===== src/design/assert_macros.svh =====
// Assertion macros shared by the design files.
// No dependencies; included by files that carry concurrent checks.
`ifndef ASSERT_MACROS_SVH
`define ASSERT_MACROS_SVH
// Condition that must hold at every clock edge outside reset.
`define SGBP_ASSERT_ALWAYS(label, clk, rst, cond, msg) \
   label: assert property (@(posedge clk) disable iff (rst) (cond)) else $error(msg);
// Condition that must hold in the cycle after a trigger.
`define SGBP_ASSERT_NEXT(label, clk, rst, ante, cons, msg) \
   label: assert property (@(posedge clk) disable iff (rst) (ante) |=> (cons)) else $error(msg);
`endif


===== src/design/sgbp_pkg.sv =====
// Package for the staggered grid path search: state type, codes and helpers.
// No dependencies; used by sgbp_move and staggered_grid_bfs_path.
package sgbp_pkg;

   typedef enum logic [3:0] {
      S_INIT, S_IDLE, S_CLR, S_START, S_POP, S_CELL, S_NB_RD, S_NB_WR,
      S_TRACE_RD, S_TRACE_WR, S_READ, S_EMIT
   } sgbp_state_type;

   localparam logic [1:0] ACT_WRITE  = 2'd0;
   localparam logic [1:0] ACT_SEARCH = 2'd1;
   localparam logic [1:0] ACT_READ   = 2'd2;

   localparam logic [1:0] ST_OK       = 2'd0;
   localparam logic [1:0] ST_NO_PATH  = 2'd1;
   localparam logic [1:0] ST_TOO_LONG = 2'd2;
   localparam logic [1:0] ST_PAST_END = 2'd3;

   localparam logic [2:0] DIR_UP2       = 3'd0;
   localparam logic [2:0] DIR_UPRIGHT   = 3'd1;
   localparam logic [2:0] DIR_RIGHT     = 3'd2;
   localparam logic [2:0] DIR_DOWNRIGHT = 3'd3;
   localparam logic [2:0] DIR_DOWN2     = 3'd4;
   localparam logic [2:0] DIR_DOWNLEFT  = 3'd5;
   localparam logic [2:0] DIR_LEFT      = 3'd6;
   localparam logic [2:0] DIR_UPLEFT    = 3'd7;

   localparam logic REG_MODE  = 1'b0;
   localparam logic REG_LIMIT = 1'b1;

   // Neighbor visiting order; fight mode uses the first four only.
   function automatic logic [2:0] walk_dir(input logic [2:0] k);
      logic [2:0] d;
      case (k)
         3'd0: d = DIR_UPRIGHT;
         3'd1: d = DIR_DOWNRIGHT;
         3'd2: d = DIR_UPLEFT;
         3'd3: d = DIR_DOWNLEFT;
         3'd4: d = DIR_DOWN2;
         3'd5: d = DIR_UP2;
         3'd6: d = DIR_RIGHT;
         default: d = DIR_LEFT;
      endcase
      return d;
   endfunction

   function automatic logic [7:0] sat8(input logic [31:0] v);
      return (v > 32'd255) ? 8'hFF : v[7:0];
   endfunction

endpackage


===== src/design/sgbp_move.sv =====
// One step on the staggered grid: neighbor coordinates and map bounds check.
// Depends on sgbp_pkg for the direction codes.
module sgbp_move #(
   parameter int MAP_WIDTH  = 32,
   parameter int MAP_HEIGHT = 64
) (
   input  logic [$clog2(MAP_WIDTH)-1:0]  cell_x,
   input  logic [$clog2(MAP_HEIGHT)-1:0] cell_y,
   input  logic [2:0]                    dir,
   output logic [$clog2(MAP_WIDTH)-1:0]  next_x,
   output logic [$clog2(MAP_HEIGHT)-1:0] next_y,
   output logic                          in_map
);
   import sgbp_pkg::*;

   localparam int XW  = $clog2(MAP_WIDTH);
   localparam int YW  = $clog2(MAP_HEIGHT);
   localparam int XW2 = XW + 2;
   localparam int YW2 = YW + 2;

   logic               odd;
   logic signed [1:0]  dx;
   logic signed [2:0]  dy;
   logic signed [XW2-1:0] xs;
   logic signed [YW2-1:0] ys;

   assign odd = cell_y[0];

   // Diagonal steps shift by one column depending on the row parity.
   always_comb begin
      dx = 2'sd0;
      dy = 3'sd0;
      case (dir)
         DIR_UP2:       dy = -3'sd2;
         DIR_DOWN2:     dy = 3'sd2;
         DIR_RIGHT:     dx = 2'sd1;
         DIR_LEFT:      dx = -2'sd1;
         DIR_UPRIGHT:   begin dy = -3'sd1; dx = odd ? 2'sd1 : 2'sd0;  end
         DIR_DOWNRIGHT: begin dy = 3'sd1;  dx = odd ? 2'sd1 : 2'sd0;  end
         DIR_DOWNLEFT:  begin dy = 3'sd1;  dx = odd ? 2'sd0 : -2'sd1; end
         default:       begin dy = -3'sd1; dx = odd ? 2'sd0 : -2'sd1; end
      endcase
   end

   assign xs = $signed({2'b00, cell_x}) + XW2'(dx);
   assign ys = $signed({2'b00, cell_y}) + YW2'(dy);

   assign in_map = !xs[XW2-1] && !ys[YW2-1]
                   && (xs < $signed(XW2'(MAP_WIDTH)))
                   && (ys < $signed(YW2'(MAP_HEIGHT)));
   assign next_x = xs[XW-1:0];
   assign next_y = ys[YW-1:0];
endmodule


===== config.mk =====
export PLATFORM = sky130hd
export DESIGN_NAME = sgbp_move
export DESIGN_NICKNAME = d
export VERILOG_FILES = /design/src/design/assert_macros.svh /design/src/design/sgbp_pkg.sv /design/src/design/sgbp_move.sv
export SDC_FILE = /design/constraint.sdc
export NUM_CORES = 1
export LEC_CHECK = 0
export BUFFER_PORTS_ARGS = -buffer_cell sky130_fd_sc_hd__buf_2
export CAP_MARGIN = 15
export CELL_PAD_IN_SITES_DETAIL_PLACEMENT = 0
export CELL_PAD_IN_SITES_GLOBAL_PLACEMENT = 1
export CORE_MARGIN = 1
export CORE_UTILIZATION = 38
export DETAILED_ROUTE_END_ITERATION = 6
export GPL_TIMING_DRIVEN = 0
export PLACE_DENSITY = 0.95
export SYNTH_ARGS = -nofsm -noshare
export SYNTH_HDL_FRONTEND = slang
export SYNTH_SLANG_ARGS = --single-unit
export TNS_END_PERCENT = 50

===== constraint.sdc =====
create_clock -name vclk -period 9.4
set_clock_uncertainty 0.1 [all_clocks]
set_input_delay 1.88 -clock vclk [all_inputs]
set_output_delay 1.88 -clock vclk [all_outputs]
set_load 0.02 [all_outputs]

==> results of run 1 <==
==> worst paths after layout <==
check | start | to | slack [ns]
worst max-delay path | dir[0] | in_map | 3.22
worst min-delay path | cell_x[0] | next_x[0] | 4.00
==> layer usage <==
metal,vias to the layer above,global-route usage (%)
li1,310,-
met1,248,15.8
met2,14,30.2
met3,0,0
met4,0,0
met5,-,0
==> logic make-up after synthesis <==
| family | Yosys count | synth area share [%] |
|---|---|---|
| compound gates | 19 | 23.5 |
| xor+xnor | 10 | 15.5 |
| fa+ha+maj | 12 | 29.2 |
| buf+inv | 7 | 5.53 |
| mux | 2 | 3.54 |
| simple gates | 22 | 22.8 |
==> cells in the final DEF (no fill, tap or decap), types with 2 or more instances in the layout <==
cell type / Yosys / routed
xor2_1: 5 / 5
nand2_1: 4 / 4
o22ai_1: 2 / 2
xnor2_1: 5 / 5
buf_2: 0 / 25
mux2i_1: 2 / 2
a211oi_1: 3 / 3
a21oi_1: 5 / 5
o21ai_0: 2 / 2
fa_1: 2 / 2
inv_1: 5 / 5
ha_1: 10 / 10
nor2_1: 4 / 4
==> metrics by stage <==
| step | setup WS [ns] | instance area [µm²] | total power, W | std cells | hold WS [ns] |
|---|---|---|---|---|---|
| after floorplan | 3.56 | 566 | 0.0000401 | 72 | 3.80 |
| after global placement | 3.22 | 709 | 0.0000538 | 112 | 4.00 |
| after detailed placement | 3.20 | 709 | 0.0000547 | 112 | 4.01 |
| after CTS | 3.19 | 709 | 0.0000550 | 112 | 4.01 |
| after global routing | 3.08 | 709 | 0.0000605 | 112 | 4.03 |
| final | 3.22 | 709 | 0.0000544 | 112 | 4.00 |
==> report_power, final <==
| group | leakage, nW | switching, W | internal, W |
|---|---|---|---|
| Combinational | 0.353 | 0.0000320 | 0.0000224 |
| Sequential | 0 | 0 | 0 |
| Clock | 0 | 0 | 0 |
| Total | 0.353 | 0.0000320 | 0.0000224 |
==> cell type report <==
type               instances  share of cell area (%)
multi-input cells         65                    75.3
plain buffers              2                    1.76
well taps                 15                    2.65
repair buffers            25                    17.6
inverters                  5                    2.65
==> metrics.md, run 1 <==
| Metric | Value |
|---|---|
| Fill count | 139 |
| Pre-antenna DRT Iters | 4 |
| Crit path max-delay cell type | or4_4 |
| Share of cells above drive strength 1 | 33.0% |
| Worst path bufs/invs | 2 |
| Total number of vias | 572 |
| Tightest Hold Check Type | input pin to output port |
| Yosys cell types | 35 |
| HPWL Detailed | 951 µm |
| Period utilisation layout | 65.8% |
| Die ar. | 0.00165 mm² |
| Initial Util | 41.9% |
| Delay-heaviest family, CP | simple AND/OR/NAND/NOR gates |
| Worst Tran Pin Value | 0.488 ns |
| Reg area | 0 µm² |
| Area contributors post-synth | ha_1 (22%), xnor2_1 (7.7%), xor2_1 (7.7%) |
| Row count | 13 |
| Global placement routability congestion | 0.717 |
| Core ar. | 0.00135 mm² |
| Nets | 125 |
| Postcts setup bufs | 0 |
| Routed length on met1 | 511 µm |
| Critical Path AT | 4.20 ns |
| Post-CTS sizing | 0 |
| Crit path time final | 6.18 ns |
| Worst vdd ir | 0.0000407 V |
| Final Util | 52.5% |
| Slew HR | 67.4% |
| Post-DRT Antenna Nets | 0 |
| P_leak | 0.353 nW |
| Count leader, synth | ha_1 |
| Status | complete, no violations |
| Critical-path cell list | buf_2 > or2b_2 > a21oi_2 > ha_1 > a211oi_1 > nor2_1 > or4_4 > a22oi_2 > buf_2 |
| Achievable frequency | 162 MHz |
| Setup TNS | 0 ns |
| PortBufs | 25 |
| Crit. End Element | output port |
| Top cell types by occurrence after synthesis | ha_1 (10), a21oi_1 (5), inv_1 (5), xnor2_1 (5), xor2_1 (5) |
| Vias in the first global route | 465 |
| Clkbuf count | 0 |
| Initial antenna violation count | 0 |
| Setup violators final | 0 |
| Cell Area, Synth | 566 µm² |
| Unrepaired setup endpoints after global routing | no |
| Kind of critical path | input pin to output port |
| Drt drc | 0 |
| Seq cells | 0 |
| WL met2 | 564 µm |
| Final wirelength | 1120 µm |
| Final Max Slew Viols | 0 |
| WP depth | 9 |
| Maximum number of pins on one net before global-route repair | 9 |
| Mapped Nets | 98 |
| Cell mode on critical path | buf_2 |
| Top Ports | 26 |
| Pwr dens | 76.7 mW/mm² |
| Hold Fails Final Rpt | 0 |
| Routed WL per cell | 9.97 µm |
| Seq/Total Area, Yosys | 0% |
| Top cell type's share of synthesized area | 22.1% |
| First-pass GRT wire length | 1700 µm |
| CP Launch Type | input pin |
| Area delta synth->final | 25.4% |
| Top Layer Used | met3 |
| CP peak stage delay | 0.48 ns |
| Synth Instances | 72 |
| Number of max-cap violations | 0 |
| Drt via density | 5.11 |
| Required time of the worst setup path | 7.42 ns |
| Hold Path Stages | 3 |
| Met3 wire length | 41 µm |
| # hold bufs at CTS | 0 |
| Worst Path Max Fanout | 8 |
| Area leader, netlist | ha_1 |
| Global-route usage over all layers | 14.1% |
| Antenna Diode Count | 0 |
| Syn. warnings | 0 |
| Final global-route overflow total | 0 |
| Area of the multi-input gates | 534 µm² |
| Die X | 40.6 µm |
| Die height | 40.6 µm |
| Syn avg cell area | 7.85 µm² |
| Initial DRC count | 7 |
Note: power is estimated with default switching activity, not from simulation.
==> run 2: changes to the inputs <==
--- a/config.mk
+++ b/config.mk
@@ -10,7 +10,7 @@
 export CELL_PAD_IN_SITES_DETAIL_PLACEMENT = 0
 export CELL_PAD_IN_SITES_GLOBAL_PLACEMENT = 1
 export CORE_MARGIN = 1
-export CORE_UTILIZATION = 38
+export CORE_UTILIZATION = 35
 export DETAILED_ROUTE_END_ITERATION = 6
 export GPL_TIMING_DRIVEN = 0
 export PLACE_DENSITY = 0.95
==> constraint.sdc (replaced) <==
create_clock -name vclk -period 5.73
set_clock_uncertainty 0.1 [all_clocks]
set_input_delay 1.146 -clock vclk [all_inputs]
set_output_delay 1.146 -clock vclk [all_outputs]
set_load 0.02 [all_outputs]
==> run 2 against run 1 <==
- critical path depth stayed put
- global-route usage shrank 1.4 points
- die area is 8.1% higher
- via count up 2.8%
- utilization down 5.4 points
- non-clock buffer count stayed put
- cell count is 0.89% higher
- wire length is 1.3% higher
- clock-buffer cell count stayed put
- hold slack got worse by 1.5 ns
- first-iteration DRC count is 14% lower
==> metrics.md, run 2 (same netlist as run 1, synthesis figures left out) <==
| Metric | Value |
|---|---|
| Routed WL per cell | 10.0 µm (+0.36%) |
| Total power | 0.0000895 W (+65%) |
| Pwr dens | 126 mW/mm² (+64%) |
| Required time of the worst setup path | 4.48 ns (-2.94 ns) |
| Row count | 14 (+1) |
| Hold WS | 2.54 ns (-1.46 ns) |
| Crit. End Element | output port |
| Worst vdd ir | 0.0000516 V (+27%) |
| Global-route usage over all layers | 12.7% (-1.4 points) |
| Most frequent cells in the layout | buf_2 (25), ha_1 (10) |
| Share of cells above drive strength 1 | 33.0% (unchanged) |
| Unrepaired setup endpoints after global routing | no |
| Initial antenna violation count | 0 (unchanged) |
| HPWL Detailed | 990 µm (+4.0%) |
| Final Max Slew Viols | 0 (unchanged) |
| Achievable frequency | 211 MHz |
| Leading cell type in the layout, fill and taps excluded | buf_2 |
| Antenna Diode Count | 0 (unchanged) |
| Critical-path cell list | buf_2 > or2b_2 > a21oi_2 > ha_1 > a211oi_1 > nor2_1 > or4_4 > a22oi_2 > buf_2 |
| Vias in the first global route | 509 (+9.5%) |
| Setup TNS | 0 ns (unchanged) |
| Worst Tran Pin Value | 0.517 ns (+0.0298 ns) |
| Global placement routability congestion | 0.822 (+15%) |
| First-pass GRT wire length | 1920 µm (+13%) |
| CP Launch Type | input pin |
| Hold Fails Final Rpt | 0 (unchanged) |
| Initial Util | 37.5% (-4.3 points) |
| Fill count | 168 (+21%) |
| Slew HR | 65.4% (-2.0 points) |
| Top Ports | 26 (unchanged) |
| PortBufs | 25 (unchanged) |
| Crit path max-delay cell type | or4_4 |
| P_leak | 0.353 nW (unchanged) |
| CP peak stage delay | 0.48 ns (about the same) |
| Period utilisation layout | 82.7% |
| Crit path time final | 4.74 ns |
| Kind of critical path | input pin to output port |
| Cell mode on critical path | buf_2 |
| # hold bufs at CTS | 0 (unchanged) |
| Pre-antenna DRT Iters | 2 (-2) |
| Critical Path AT | 3.49 ns (-0.71 ns) |
| Worst Path Max Fanout | 8 (unchanged) |
| Tightest Hold Check Type | input pin to output port |
| Die ar. | 0.00178 mm² (+8.1%) |
| Final wirelength | 1130 µm (+1.3%) |
| Drt via density | 5.20 (+1.9%) |
| Clkbuf count | 0 (unchanged) |
| Die X | 42.2 µm (+4.0%) |
| Die height | 42.2 µm (+4.0%) |
| Area delta synth->final | 25.7% |
| Core ar. | 0.00151 mm² (+12%) |
| Setup violators final | 0 (unchanged) |
| Drt drc | 0 (unchanged) |
| Status | complete, no violations |
| Initial DRC count | 6 (-1) |
| Post-CTS sizing | 0 (unchanged) |
| Worst path bufs/invs | 2 (unchanged) |
| Total number of vias | 588 (+2.8%) |
| Delay-heaviest family, CP | simple AND/OR/NAND/NOR gates |
| Reg area | 0 µm² (unchanged) |
| Final global-route overflow total | 0 (unchanged) |
| Post-DRT Antenna Nets | 0 (unchanged) |
| Nets | 125 (unchanged) |
| Maximum number of pins on one net before global-route repair | 9 (unchanged) |
| Seq cells | 0 (unchanged) |
| Postcts setup bufs | 0 (unchanged) |
| Number of max-cap violations | 0 (unchanged) |
[run 2: cell type report]
cell class                 instances  area (µm²)  area share [%]
multi-input combinational         65         534            75.2
timing repair buffer              25         125            17.6
tap                               16        20.0            2.82
inverter                           5        18.8            2.64
buffer                             2        12.5            1.76
[run 2: worst paths after layout]
kind      start        end  slack [ns]  cells past startpoint
max      dir[0]     in_map        0.99                      9
min   cell_x[0]  next_x[0]        2.54                      3
[run 2: where the power goes]
group | total (W) | internal (W) | switching, W
Sequential | 0 | 0 | 0
Combinational | 0.0000895 | 0.0000368 | 0.0000527
Clock | 0 | 0 | 0
Total | 0.0000895 | 0.0000368 | 0.0000527
[run 2: through the flow]
step                      std cells  instance area (µm²)  util [%]  worst slack [ns]
after global placement          113                  711      47.2              1.01
after floorplan                  72                  566         -              1.35
after CTS                       113                  711      47.2             0.966
after global routing            113                  711      47.2             0.769
final                           113                  711      47.2             0.991
after detailed placement        113                  711      47.2             0.968
[run 2: worst min-delay path, cell delays in order]
cell   delay, ns
buf_2       0.08
ha_1        0.12
buf_2       0.15
[run 2: metal layers]
metal / up-vias / part of all wire, % / wire length, µm / track usage, %
li1: 313 / - / - / -
met4: 0 / 0 / 0 / 0
met2: 17 / 50 / 569 / 25.8
met5: - / 0 / 0 / 0
met1: 258 / 45 / 508 / 15.7
met3: 0 / 4.7 / 53 / 0
